`config.mk`:
```
export PLATFORM = sky130hd
export DESIGN_NAME = action_potential_waveform_gen_core
export DESIGN_NICKNAME = d
export VERILOG_FILES = /design/src/rtl/core/apwg_pkg.sv /design/src/rtl/core/apwg_mod.sv /design/src/rtl/core/apwg_shape.sv /design/src/rtl/core/action_potential_waveform_gen_core.sv
export VERILOG_INCLUDE_DIRS = /design/src /design/src/rtl/core
export SDC_FILE = /design/constraint.sdc
export NUM_CORES = 2
export LEC_CHECK = 0
export ABC_CLOCK_PERIOD_IN_PS = 11900
export BUFFER_PORTS_ARGS = -buffer_cell sky130_fd_sc_hd__buf_2
export CAP_MARGIN = 0
export CORE_UTILIZATION = 50
export DETAILED_ROUTE_END_ITERATION = 16
export PLACE_DENSITY_LB_ADDON = 0.12
export SLEW_MARGIN = 30
export SYNTH_ARGS = -nofsm -noshare
export SYNTH_HDL_FRONTEND = slang
export SYNTH_SLANG_ARGS = --single-unit
```
`constraint.sdc`:
```
create_clock -name clk -period 11.9 [get_ports clk]
set_input_delay 2.38 -clock clk [delete_from_list [all_inputs] [get_ports clk]]
set_output_delay 2.38 -clock clk [all_outputs]
set_load 0.01 [all_outputs]
```
`src/rtl/core/assert_macros.svh`:
```
// ----------------------------------------------------------------------------
// assertion macros
// clocked assertion helpers with a common reset disable
// ----------------------------------------------------------------------------
`ifndef ASSERT_MACROS_SVH
`define ASSERT_MACROS_SVH

`ifndef ASSERT_OFF
`define ASSERT_AT(lbl, clk, rstn, prop) \
    lbl: assert property (@(posedge clk) disable iff (!rstn) prop) \
        else $error("assertion failed");
`define ASSERT_NEVER(lbl, clk, rstn, cond) \
    lbl: assert property (@(posedge clk) disable iff (!rstn) !(cond)) \
        else $error("forbidden condition seen");
`else
`define ASSERT_AT(lbl, clk, rstn, prop)
`define ASSERT_NEVER(lbl, clk, rstn, cond)
`endif

`endif

```
`src/rtl/core/apwg_pkg.sv`:
```
// ----------------------------------------------------------------------------
// apwg_pkg
// shared constants, codes and types of the action potential waveform core
// ----------------------------------------------------------------------------
`timescale 1ns / 1ps

package apwg_pkg;

    localparam int TIME_BITS_DEF = 32;
    localparam int FRAC_BITS_DEF = 8;

    localparam int CFG_W   = 32;
    localparam int IDX_W   = 2;
    localparam int PER_W   = 24;
    localparam int VOLT_W  = 16;

    localparam logic [IDX_W-1:0] REG_STIM_BEGIN = 2'd0;
    localparam logic [IDX_W-1:0] REG_STIM_END   = 2'd1;
    localparam logic [IDX_W-1:0] REG_PERIOD     = 2'd2;
    localparam logic [IDX_W-1:0] REG_REST       = 2'd3;

    localparam int MIN_PERIOD   = 10000;
    localparam int PER_MIN_LOG2 = $clog2(MIN_PERIOD + 1) - 1;
    localparam int REST_RESET   = -16640;

    // segment codes
    localparam int SEG_W = 3;
    localparam logic [SEG_W-1:0] SEG_REST  = 3'd0;
    localparam logic [SEG_W-1:0] SEG_RISE  = 3'd1;
    localparam logic [SEG_W-1:0] SEG_UP    = 3'd2;
    localparam logic [SEG_W-1:0] SEG_DOWN  = 3'd3;
    localparam logic [SEG_W-1:0] SEG_RECOV = 3'd4;

    // segment start times in us
    localparam int T_RISE  = 1000;
    localparam int T_UP    = 2500;
    localparam int T_DOWN  = 3000;
    localparam int T_RECOV = 4500;
    localparam int T_END   = 7000;

    // slopes in mV/s
    localparam int SL_W        = 18;
    localparam int SLOPE_RISE  = 8000;
    localparam int SLOPE_UP    = 160000;
    localparam int SLOPE_DOWN  = 62000;
    localparam int SLOPE_RECOV = 400;

    // segment base voltages in whole mV
    localparam int MV_UP    = -53;
    localparam int MV_DOWN  = 27;
    localparam int MV_RECOV = -66;

    localparam int D_W          = 12;
    localparam int P_W          = 27;
    localparam int ROUND_HALF   = 500000;
    localparam int DIV_SHIFT    = 6;
    localparam int DIV_ODD      = 15625;
    localparam int SHAPE_STAGES = 7;

    typedef struct packed {
        logic             valid;
        logic             in_win;
        logic [PER_W-1:0] t;
    } apwg_mod_out_t;

    function automatic logic [SL_W-1:0] slope_of(input logic [SEG_W-1:0] seg);
        logic [SL_W-1:0] s;
        case (seg)
            SEG_RISE:  s = SL_W'(SLOPE_RISE);
            SEG_UP:    s = SL_W'(SLOPE_UP);
            SEG_DOWN:  s = SL_W'(SLOPE_DOWN);
            SEG_RECOV: s = SL_W'(SLOPE_RECOV);
            default:   s = '0;
        endcase
        return s;
    endfunction

endpackage

```
`src/rtl/core/apwg_mod.sv`:
```
// ----------------------------------------------------------------------------
// apwg_mod
// window check and pipelined restoring remainder of time by period
// ----------------------------------------------------------------------------
`timescale 1ns / 1ps

module apwg_mod #(
    parameter int TIME_BITS = apwg_pkg::TIME_BITS_DEF
) (
    input  logic                       clk,
    input  logic                       rst_n,
    input  logic                       in_valid,
    input  logic [TIME_BITS-1:0]       in_time,
    input  logic [TIME_BITS-1:0]       win_begin,
    input  logic [TIME_BITS-1:0]       win_end,
    input  logic [apwg_pkg::PER_W-1:0] period,
    output apwg_pkg::apwg_mod_out_t    mod_out
);
    import apwg_pkg::*;

    localparam int NDIV   = TIME_BITS - PER_MIN_LOG2;
    localparam int WIDE_W = TIME_BITS + PER_W;

    logic [TIME_BITS-1:0] rem_reg [0:NDIV];
    logic                 win_reg [0:NDIV];
    logic                 val_reg [0:NDIV];
    logic                 win_next;

    assign win_next = (in_time >= win_begin) && (in_time <= win_end);

    always_ff @(posedge clk)
    begin
        rem_reg[0] <= in_time;
        win_reg[0] <= win_next;
    end

    always_ff @(posedge clk or negedge rst_n)
    begin
        if (!rst_n)
        begin
            val_reg[0] <= 1'b0;
        end
        else
        begin
            val_reg[0] <= in_valid;
        end
    end

    // one quotient bit per stage, most significant first
    for (genvar i = 1; i <= NDIV; i++)
    begin : g_div
        localparam int SH = NDIV - i;
        logic [WIDE_W-1:0]    dsh;
        logic [WIDE_W-1:0]    rem_w;
        logic [TIME_BITS-1:0] rem_next;

        always_comb
        begin
            dsh   = {{TIME_BITS{1'b0}}, period} << SH;
            rem_w = {{PER_W{1'b0}}, rem_reg[i-1]};
            if (rem_w >= dsh)
            begin
                rem_next = TIME_BITS'(rem_w - dsh);
            end
            else
            begin
                rem_next = rem_reg[i-1];
            end
        end

        always_ff @(posedge clk)
        begin
            rem_reg[i] <= rem_next;
            win_reg[i] <= win_reg[i-1];
        end

        always_ff @(posedge clk or negedge rst_n)
        begin
            if (!rst_n)
            begin
                val_reg[i] <= 1'b0;
            end
            else
            begin
                val_reg[i] <= val_reg[i-1];
            end
        end
    end

    assign mod_out.valid  = val_reg[NDIV];
    assign mod_out.in_win = win_reg[NDIV];
    assign mod_out.t      = rem_reg[NDIV][PER_W-1:0];

endmodule

```
`src/rtl/core/apwg_shape.sv`:
```
// ----------------------------------------------------------------------------
// apwg_shape
// piecewise-linear spike shape with rounded fixed-point ramps and saturation
// ----------------------------------------------------------------------------
`timescale 1ns / 1ps

module apwg_shape #(
    parameter int FRAC_BITS = apwg_pkg::FRAC_BITS_DEF
) (
    input  logic                               clk,
    input  logic                               rst_n,
    input  apwg_pkg::apwg_mod_out_t            mod_in,
    input  logic signed [apwg_pkg::VOLT_W-1:0] rest,
    output logic                               res_valid,
    output logic signed [apwg_pkg::VOLT_W-1:0] res_volt
);
    import apwg_pkg::*;

    localparam int N_W   = P_W + FRAC_BITS + 1;
    localparam int X_W   = N_W - DIV_SHIFT;
    localparam int Q_W   = X_W - 13;
    localparam int SUM_W = FRAC_BITS + 14;

    localparam logic [Q_W-1:0] RECIP = Q_W'((64'd1 << X_W) / 64'(DIV_ODD));

    localparam logic signed [SUM_W-1:0] BASE_UP    = SUM_W'(MV_UP * (2 ** FRAC_BITS));
    localparam logic signed [SUM_W-1:0] BASE_DOWN  = SUM_W'(MV_DOWN * (2 ** FRAC_BITS));
    localparam logic signed [SUM_W-1:0] BASE_RECOV = SUM_W'(MV_RECOV * (2 ** FRAC_BITS));
    localparam logic signed [SUM_W-1:0] SAT_HI     = SUM_W'(32767);
    localparam logic signed [SUM_W-1:0] SAT_LO     = SUM_W'(-32768);

    logic [SHAPE_STAGES:1] val_reg;

    logic [SEG_W-1:0] seg1_reg, seg2_reg, seg3_reg, seg4_reg, seg5_reg, seg6_reg;
    logic [SEG_W-1:0] seg1_next;
    logic [D_W-1:0]   d1_reg, d1_next;
    logic [P_W-1:0]   p2_reg, p2_next;
    logic [X_W-1:0]   x3_reg, x4_reg, x5_reg, x3_next;
    logic [X_W+Q_W-1:0] m4_reg, m4_next;
    logic [Q_W-1:0]   q5_reg, q6_reg, q6_next;
    logic [X_W-1:0]   qd5_reg, qd5_next;
    logic signed [VOLT_W-1:0] volt_reg, volt_next;

    logic [PER_W-1:0]     t;
    logic [SL_W+D_W-1:0]  prod_full;
    logic [N_W-1:0]       num;
    logic [Q_W+13:0]      qd_full;
    logic [X_W-1:0]       rem;
    logic signed [SUM_W-1:0] rest_ext, qs, sum;

    // segment select
    always_comb
    begin
        t         = mod_in.t;
        seg1_next = SEG_REST;
        d1_next   = '0;
        if (mod_in.in_win && t >= PER_W'(T_RISE) && t < PER_W'(T_END))
        begin
            if (t < PER_W'(T_UP))
            begin
                seg1_next = SEG_RISE;
                d1_next   = D_W'(t - PER_W'(T_RISE));
            end
            else if (t < PER_W'(T_DOWN))
            begin
                seg1_next = SEG_UP;
                d1_next   = D_W'(t - PER_W'(T_UP));
            end
            else if (t < PER_W'(T_RECOV))
            begin
                seg1_next = SEG_DOWN;
                d1_next   = D_W'(t - PER_W'(T_DOWN));
            end
            else
            begin
                seg1_next = SEG_RECOV;
                d1_next   = D_W'(t - PER_W'(T_RECOV));
            end
        end
    end

    // ramp magnitude, rounded: (slope * d * 2^F + 1e6/2) / 1e6
    always_comb
    begin
        prod_full = slope_of(seg1_reg) * d1_reg;
        p2_next   = P_W'(prod_full);
        num       = {1'b0, p2_reg, {FRAC_BITS{1'b0}}} + N_W'(ROUND_HALF);
        x3_next   = num[N_W-1:DIV_SHIFT];
        m4_next   = {{Q_W{1'b0}}, x3_reg} * {{X_W{1'b0}}, RECIP};
        qd_full   = m4_reg[X_W+Q_W-1:X_W] * 14'(DIV_ODD);
        qd5_next  = X_W'(qd_full);
        rem       = x5_reg - qd5_reg;
        q6_next   = q5_reg + Q_W'(rem >= X_W'(DIV_ODD));
    end

    // base plus signed ramp, saturated
    always_comb
    begin
        rest_ext = SUM_W'(rest);
        qs       = signed'({{(SUM_W-Q_W){1'b0}}, q6_reg});
        case (seg6_reg)
            SEG_RISE:  sum = rest_ext + qs;
            SEG_UP:    sum = BASE_UP + qs;
            SEG_DOWN:  sum = BASE_DOWN - qs;
            SEG_RECOV: sum = BASE_RECOV + qs;
            default:   sum = rest_ext;
        endcase
        if (sum > SAT_HI)
        begin
            volt_next = VOLT_W'(SAT_HI);
        end
        else if (sum < SAT_LO)
        begin
            volt_next = VOLT_W'(SAT_LO);
        end
        else
        begin
            volt_next = VOLT_W'(sum);
        end
    end

    always_ff @(posedge clk)
    begin
        seg1_reg <= seg1_next;
        d1_reg   <= d1_next;
        seg2_reg <= seg1_reg;
        p2_reg   <= p2_next;
        seg3_reg <= seg2_reg;
        x3_reg   <= x3_next;
        seg4_reg <= seg3_reg;
        x4_reg   <= x3_reg;
        m4_reg   <= m4_next;
        seg5_reg <= seg4_reg;
        x5_reg   <= x4_reg;
        q5_reg   <= m4_reg[X_W+Q_W-1:X_W];
        qd5_reg  <= qd5_next;
        seg6_reg <= seg5_reg;
        q6_reg   <= q6_next;
        volt_reg <= volt_next;
    end

    always_ff @(posedge clk or negedge rst_n)
    begin
        if (!rst_n)
        begin
            val_reg <= '0;
        end
        else
        begin
            val_reg <= {val_reg[SHAPE_STAGES-1:1], mod_in.valid};
        end
    end

    assign res_valid = val_reg[SHAPE_STAGES];
    assign res_volt  = volt_reg;

endmodule

```
`src/rtl/core/action_potential_waveform_gen_core.sv`:
```
// ----------------------------------------------------------------------------
// action_potential_waveform_gen_core
// membrane voltage generator: stimulation window, period wrap, spike shape
// ----------------------------------------------------------------------------
// A new time sample may be started in every clock cycle; busy is never
// raised. Each sample yields exactly one voltage on voltage_q8, marked by a
// one-cycle done pulse. Each sample first passes the remainder pipeline,
// which resolves one quotient bit of time / period per stage, followed by
// seven shaping stages. Results cannot be held off and must be taken when
// done is high. Configuration writes are always ready and take effect at
// once, so they belong to times when no sample is in flight.
`timescale 1ns / 1ps
`include "assert_macros.svh"

module action_potential_waveform_gen_core #(
    parameter int TIME_BITS = apwg_pkg::TIME_BITS_DEF,
    parameter int FRAC_BITS = apwg_pkg::FRAC_BITS_DEF
) (
    input  logic                               clk,
    input  logic                               rst_n,
    input  logic                               start,
    output logic                               busy,
    input  logic [TIME_BITS-1:0]               time_us,
    output logic                               done,
    output logic signed [apwg_pkg::VOLT_W-1:0] voltage_q8,
    input  logic                               cfg_valid,
    output logic                               cfg_ready,
    input  logic [apwg_pkg::IDX_W-1:0]         cfg_index,
    input  logic [apwg_pkg::CFG_W-1:0]         cfg_data
);
    import apwg_pkg::*;

    localparam int LATENCY = TIME_BITS - PER_MIN_LOG2 + 1 + SHAPE_STAGES;

    logic [TIME_BITS-1:0]     begin_reg, begin_next;
    logic [TIME_BITS-1:0]     end_reg, end_next;
    logic [PER_W-1:0]         period_reg, period_next;
    logic signed [VOLT_W-1:0] rest_reg, rest_next;
    logic [TIME_BITS-1:0]     cfg_time;
    logic [PER_W-1:0]         cfg_per;
    logic                     accept;
    apwg_mod_out_t            mod_out;

    assign busy      = 1'b0;
    assign cfg_ready = 1'b1;
    assign accept    = start && !busy;

    if (TIME_BITS > CFG_W)
    begin : g_time_wide
        assign cfg_time = {{(TIME_BITS-CFG_W){1'b0}}, cfg_data};
    end
    else
    begin : g_time_narrow
        assign cfg_time = cfg_data[TIME_BITS-1:0];
    end

    assign cfg_per = cfg_data[PER_W-1:0];

    always_comb
    begin
        begin_next  = begin_reg;
        end_next    = end_reg;
        period_next = period_reg;
        rest_next   = rest_reg;
        if (cfg_valid && cfg_ready)
        begin
            case (cfg_index)
                REG_STIM_BEGIN: begin_next = cfg_time;
                REG_STIM_END:   end_next   = cfg_time;
                REG_PERIOD:
                begin
                    // short periods are raised to the minimum
                    if (cfg_per < PER_W'(MIN_PERIOD))
                    begin
                        period_next = PER_W'(MIN_PERIOD);
                    end
                    else
                    begin
                        period_next = cfg_per;
                    end
                end
                REG_REST:       rest_next  = signed'(cfg_data[VOLT_W-1:0]);
                default:        ;
            endcase
        end
    end

    always_ff @(posedge clk or negedge rst_n)
    begin
        if (!rst_n)
        begin
            begin_reg  <= '0;
            end_reg    <= '0;
            period_reg <= PER_W'(MIN_PERIOD);
            rest_reg   <= VOLT_W'(REST_RESET);
        end
        else
        begin
            begin_reg  <= begin_next;
            end_reg    <= end_next;
            period_reg <= period_next;
            rest_reg   <= rest_next;
        end
    end

    apwg_mod #(
        .TIME_BITS (TIME_BITS)
    ) u_mod (
        .clk       (clk),
        .rst_n     (rst_n),
        .in_valid  (accept),
        .in_time   (time_us),
        .win_begin (begin_reg),
        .win_end   (end_reg),
        .period    (period_reg),
        .mod_out   (mod_out)
    );

    apwg_shape #(
        .FRAC_BITS (FRAC_BITS)
    ) u_shape (
        .clk       (clk),
        .rst_n     (rst_n),
        .mod_in    (mod_out),
        .rest      (rest_reg),
        .res_valid (done),
        .res_volt  (voltage_q8)
    );

    `ASSERT_NEVER(a_period_floor, clk, rst_n, period_reg < PER_W'(MIN_PERIOD))
    `ASSERT_AT(a_request_answered, clk, rst_n, accept |-> ##LATENCY done)
    `ASSERT_AT(a_done_has_request, clk, rst_n, done |-> $past(accept, LATENCY))

endmodule

```
=== Yosys cells after proc, flatten, opt, wreduce, memory -nomap -nowiden ===
Memory sizes are Yosys's and may differ from the RTL's.
Cells that the tools add are included.
W data, S select, Z words.

* Register bits after elaboration: 405
* Memory bits (writable): 660
* Input port bits: 70
* Output and inout bits: 19
* Logic and storage cells: 159
* Memories kept: 2

{| class="wikitable"
|+ Memories
! memory !! words !! bits a word !! rd ports !! clocked after Yosys merged registers in !! wr ports !! RTL line !! RTL
|-
| u_mod.rem_reg || 20 || 32 || 20 || 0 || 20 || apwg_mod.sv:24 || <nowiki>logic [TIME_BITS-1:0] rem_reg [0:NDIV];</nowiki>
|-
| u_mod.win_reg || 20 || 1 || 20 || 0 || 20 || apwg_mod.sv:25 || <nowiki>logic win_reg [0:NDIV];</nowiki>
|}

* Add/subtract/negate cells: 30
* Multiply operators: 3
* Magnitude comparators: 30
* Equality and inequality tests: 11
* Mux-type cells: 29
* Bitwise logic cells: 1
* Reductions and logical operators: 10

{| class="wikitable"
|+ Operator list
! cell !! number
|-
| $mux W32 || 19
|-
| $sub A32 B32 Y32 || 11
|-
| $pmux W22 S4 || 1
|-
| $pmux W18 S4 || 1
|-
| $ge A32 B32 Y1 || 2
|-
| $lt A24 B12 Y1 const B || 2
|-
| $lt A24 B13 Y1 const B || 2
|-
| $mul A30 B17 Y47 const B || 1
|-
| $ge A32 B42 Y1 || 1
|-
| $ge A32 B41 Y1 || 1
|-
| $ge A32 B40 Y1 || 1
|-
| $ge A32 B39 Y1 || 1
|-
| $ge A32 B38 Y1 || 1
|-
| $ge A32 B37 Y1 || 1
|-
| $add A35 B19 Y36 const B || 1
|-
| $ge A32 B36 Y1 || 1
|-
| $mux W12 || 3
|-
| $ge A32 B35 Y1 || 1
|-
| $ge A32 B34 Y1 || 1
|-
| $ge A32 B33 Y1 || 1
|-
| $ge A32 B24 Y1 || 1
|-
| $ge A32 B25 Y1 || 1
|-
| $ge A32 B26 Y1 || 1
|-
| $ge A32 B27 Y1 || 1
|-
| other kinds (45) || 57
|}

=== Depth between registers and ports, before layout ===
An unclocked memory read counts as a cell.

* Word-level depth: 6
* Mapped depth: 26

=== Hierarchy ===
From an unflattened synthesis, not the netlist that was laid out.

* Cell total of the unflattened synthesis: 7,206
* Area total of the unflattened synthesis: 68,343.0 sq um

{| class="wikitable"
|+ By module, submodules not included
! module !! times used !! cells an instance !! area each (sq um) !! sequential area each (sq um)
|-
| apwg_mod || 1 || 4,390 || 40,224.8 || 13,553.0
|-
| apwg_shape || 1 || 2,557 || 24,145.7 || 4,559.4
|-
| action_potential_waveform_gen_core || 1 || 259 || 3,972.6 || 2,617.5
|}

=== Worst setup path after synthesis ===
OpenSTA, ideal clock, no wires.

* Kind: register to register
* Start: register u_shape.seg1_reg[1]
* End: register u_shape.p2_reg[23]
* Library setup time: 0.120 ns
* Data arrival time: 5.505 ns
* Path slack: 6.274 ns
* Cell stages (with the launch flop): 23
* Clock period less this slack: 5.626 ns
* Path through: dfxtp_1 > clkbuf_1 > nor2b_1 > clkbuf_1 > o21ai_0 > fa_1 > fa_1 > inv_1 > fa_1 > fa_1 > inv_1 > fa_1 > inv_1 > ha_1 > clkbuf_1 > and3_1 > a31oi_1 > nand2_1 > a41oi_1 > nor2b_1 > o21ai_0 > nand2b_1 > xor2_1

* Word-level cells in the longest chain between the ends: 3
* Elaborated cells between the ends (all ways): 6

{| class="wikitable"
|+ Ends and longest elaborated chain
! item !! RTL line !! RTL
|-
| start, declared || apwg_shape.sv:34 || <nowiki>logic [SEG_W-1:0] seg1_reg, seg2_reg, seg3_reg, seg4_reg, seg5_reg, seg6_reg;</nowiki>
|-
| start signal, assigned || apwg_shape.sv:124 || <nowiki>seg1_reg <= seg1_next;</nowiki>
|-
| $eq A3 B3 Y1 (tied with other cells) || apwg_pkg.sv:68 || <nowiki>case (seg)</nowiki>
|-
| $pmux W18 S4 (*) || apwg_pkg.sv:68 ||
|-
| $mul A18 B12 Y27 (*) || apwg_shape.sv:85 || <nowiki>prod_full = slope_of(seg1_reg) * d1_reg;</nowiki>
|-
| via u_shape.prod_full[23] || apwg_shape.sv:45 || <nowiki>logic [SL_W+D_W-1:0] prod_full;</nowiki>
|-
| end signal, assigned || apwg_shape.sv:127 || <nowiki>p2_reg <= p2_next;</nowiki>
|-
| end, declared || apwg_shape.sv:37 || <nowiki>logic [P_W-1:0] p2_reg, p2_next;</nowiki>
|}

The timed path passes the listed nets; every way through them passes the cells marked *.
A chain may end at the register's enable or synchronous reset.

=== Worst setup path after layout ===
* Start: register u_shape.seg1_reg[0]
* End: register u_shape.p2_reg[26]

Same word-level chain as after synthesis.

==> impl_metrics.tcl <==
set metrics [dict create \
    dr.pass1.iters 5 \
    ant_nets 0 \
    fillers 11887 \
    die_area_um2 135000 \
    synth-seq-area-share_pct 30.9 \
    pin_count 89 \
    core_area_um2 132000 \
    grt_pass1_wl_um 280000 \
    remaining_drc_errors 0 \
    cts_resized 0 \
    insertion_delay_ns 0.74 \
    syn_avg_cell_area_um2 9.42 \
    top_layer_used "met5" \
    setup_tns_ns 0 \
    tightest_slew_ns 0.947 \
    die_h_um 368 \
    avgViaCountPerCell 5.59 \
    crit_path_end_kind "flop" \
    r2r_cells 21 \
    final.setup_skew_ns 0.0298 \
    clk_pin_slew_worst_paths_ns 0.06 \
    critPathLaunchType "flop" \
    cts_hold_buf 0 \
    portBuffers 86 \
    synth_cell_type_count 95 \
    post_cts_buffers 0 \
    min_period_ns 6.36 \
    yosys.area.top_type "dfxtp_1" \
    synthArstFlopShare_pct 13.1 \
    setup_violations 0 \
    synthFlopType "dfxtp_1" \
    cts_buffer_depth 3 \
    m1WireLength_um 78100 \
    min-delay-path-class "flop to flop" \
    hold_viol 0 \
    die_w_um 368 \
    fin_crit_sh_pct 53.4 \
    routed_wirelength_um 175000 \
    fin_util_pct 55.8 \
    grt_pass1_vias 51006 \
    synthCells 7111 \
    synthTopCellsByArea "dfxtp_1 26%, ha_1 16%, fa_1 9.9%" \
    powerDensity_nw_per_um2 215 \
    dp.final_hpwl_um 132000 \
    clockRootBuffer "clkbuf_16" \
    path_class "flop to flop" \
    grt_overflow 0 \
    antenna_found_initial 5 \
    max-cap-violations 0 \
    initial_core_util_pct 50.7 \
    cp.arrival_ns 6.94 \
    endpoint "u_shape.p2_reg[26]" \
    cts_made_buffers 112 \
    drive_gt1_share_pct 6.99 \
    peakVddDrop_mv 0.154 \
    vias 50835 \
    cts_tree "built" \
    synth_edf_count 0 \
    syn2layout_area_growth_pct 10.0 \
    clock-sinks 1002 \
    slew_viol_final 0 \
    wl_met3_um 6500 \
    regToRegStartpoint "u_shape.seg1_reg[0]" \
    p_leak_nw 34.7 \
    dr_wl_met2_um 84200 \
    ys_ff_latch 1002 \
    synth_top_area_share_pct 26.0 \
    grt_max_degree 72 \
    fin_ws_ns 5.54 \
    cp-startpoint "u_shape.seg1_reg[0]" \
    worstReg2RegEnd "u_shape.p2_reg[26]" \
    place_congestion 0.890 \
    route.detailed.wl_per_inst_um 19.2 \
    yosysWarningCount 0 \
    status "finished, final reports clean" \
    syn_area_um2 67000 \
    num_rows 133 \
    reg2reg_slack_ns 5.54 \
    path_max_fanout 26 \
    place_ws_ns 5.57 \
    rsz0062_at_grt "false" \
    drt_iter0_markers 2771 \
    largest_reg_flops 632 \
    slew_headroom_pct 36.4 \
    htreeDepth 3 \
    fmax_mhz 157 \
    worstPathRequired_ns 12.48 \
    syn_nets 8347 \
    track_usage_pct 25.9 \
    fin_nets 8483 \
]
[synth_stat cells, drive strengths merged, types with 100 or more instances]
| library cell | n |
|---|---|
| nor2 | 438 |
| mux2 | 265 |
| clkbuf | 100 |
| o21ai | 375 |
| a21oi | 440 |
| xnor2 | 316 |
| ha | 834 |
| dfxtp | 871 |
| inv | 811 |
| xor2 | 158 |
| fa | 332 |
| dfrtp | 119 |
| nor3 | 141 |
| nand2 | 425 |
| nand3 | 106 |
| a21o | 168 |
[routing by layer]
| metal | GRT usage [%] | vias up |
|---|---|---|
| met5 | 0 | - |
| met4 | 8.65 | 4 |
| met3 | 3.03 | 285 |
| met2 | 44.6 | 972 |
| met1 | 33.5 | 24514 |
| li1 | - | 25060 |
[per-stage QoR]
stage	hold slack (ns)	power [mW]	std cells	cell area [um^2]
2_1_floorplan	0.310	10.3	7111	67000
3_5_place_dp	0.312	12.1	8888	69700
3_3_place_gp	0.310	12.0	8885	69600
6_report	0.320	15.9	9097	73700
5_1_grt	0.327	17.0	9096	73700
4_1_cts	0.316	15.9	9096	73700
[how the worst min path moves through the flow]
stage / from / endpoint / cells past startpoint
after floorplan: u_mod.win_reg[9] / u_mod.win_reg[10] / 0
after global placement: u_mod.win_reg[7] / u_mod.win_reg[8] / 0
after detailed placement: u_shape.x4_reg[28] / u_shape.x5_reg[28] / 0
after CTS: u_shape.p2_reg[4] / u_shape.x3_reg[6] / 0
after global routing: u_shape.x4_reg[15] / u_shape.x5_reg[15] / 0
final: u_shape.p2_reg[4] / u_shape.x3_reg[6] / 0
[cell usage in the layout, fill, tap and decap left out, drive strengths merged, types with 147 or more instances in the layout]
master,synthesis,final
a21o,168,168
a21oi,440,440
buf,25,147
clkbuf,100,149
dfxtp,871,871
fa,332,332
ha,834,834
inv,811,817
mux2,265,265
nand2,425,425
nor2,438,438
o21ai,375,375
xnor2,316,316
xor2,158,158
[report_power, final]
group / internal, mW / total, mW / switching (mW) / leakage (nW)
logic: 3.29 / 7.45 / 4.16 / 24.0
registers: 4.18 / 4.72 / 0.533 / 8.82
clock network: 2.20 / 3.69 / 1.49 / 1.93
[worst max-delay path, cell delays in order, from the launching register on]
cell and delay [ns]:
dfxtp_1 0.31, buf_4 0.26, nor2b_1 0.16, buf_4 0.25
nor2b_1 0.51, and2_1 0.27, fa_1 0.42, inv_1 0.10
fa_1 0.44, fa_1 0.53, fa_1 0.55, fa_1 0.56
inv_1 0.04, ha_1 0.32, inv_1 0.07, o21ba_2 0.21
a31oi_1 0.30, a41oi_1 0.23, a21oi_1 0.26, a211oi_1 0.15
a21oi_1 0.20, xnor2_1 0.09
[area by class of cell]
cell class              instances  area (um^2)  share of cell area (%)
multi-input cells            5173        42800                    58.1
flip-flops and latches       1002        20700                    28.1
clock buffers                 149         3200                    4.34
inverters                     811         3040                    4.13
well taps                    1755         2200                    2.98
repair buffers                147          926                    1.26
clock inverters                59          788                    1.07
diodes                          1         2.50                 0.00340
[kinds of logic after synthesis]
group	share of synthesized area, %
buffers and inverters	5.27
adders and majority gates	25.5
other	0.0112
and+or+nand+nor	12.3
DFF	30.9
AOI/OAI and AO/OA	14.7
xor gates and xnor gates	6.20
muxes	5.07
Power figures use the tool's default switching activity.
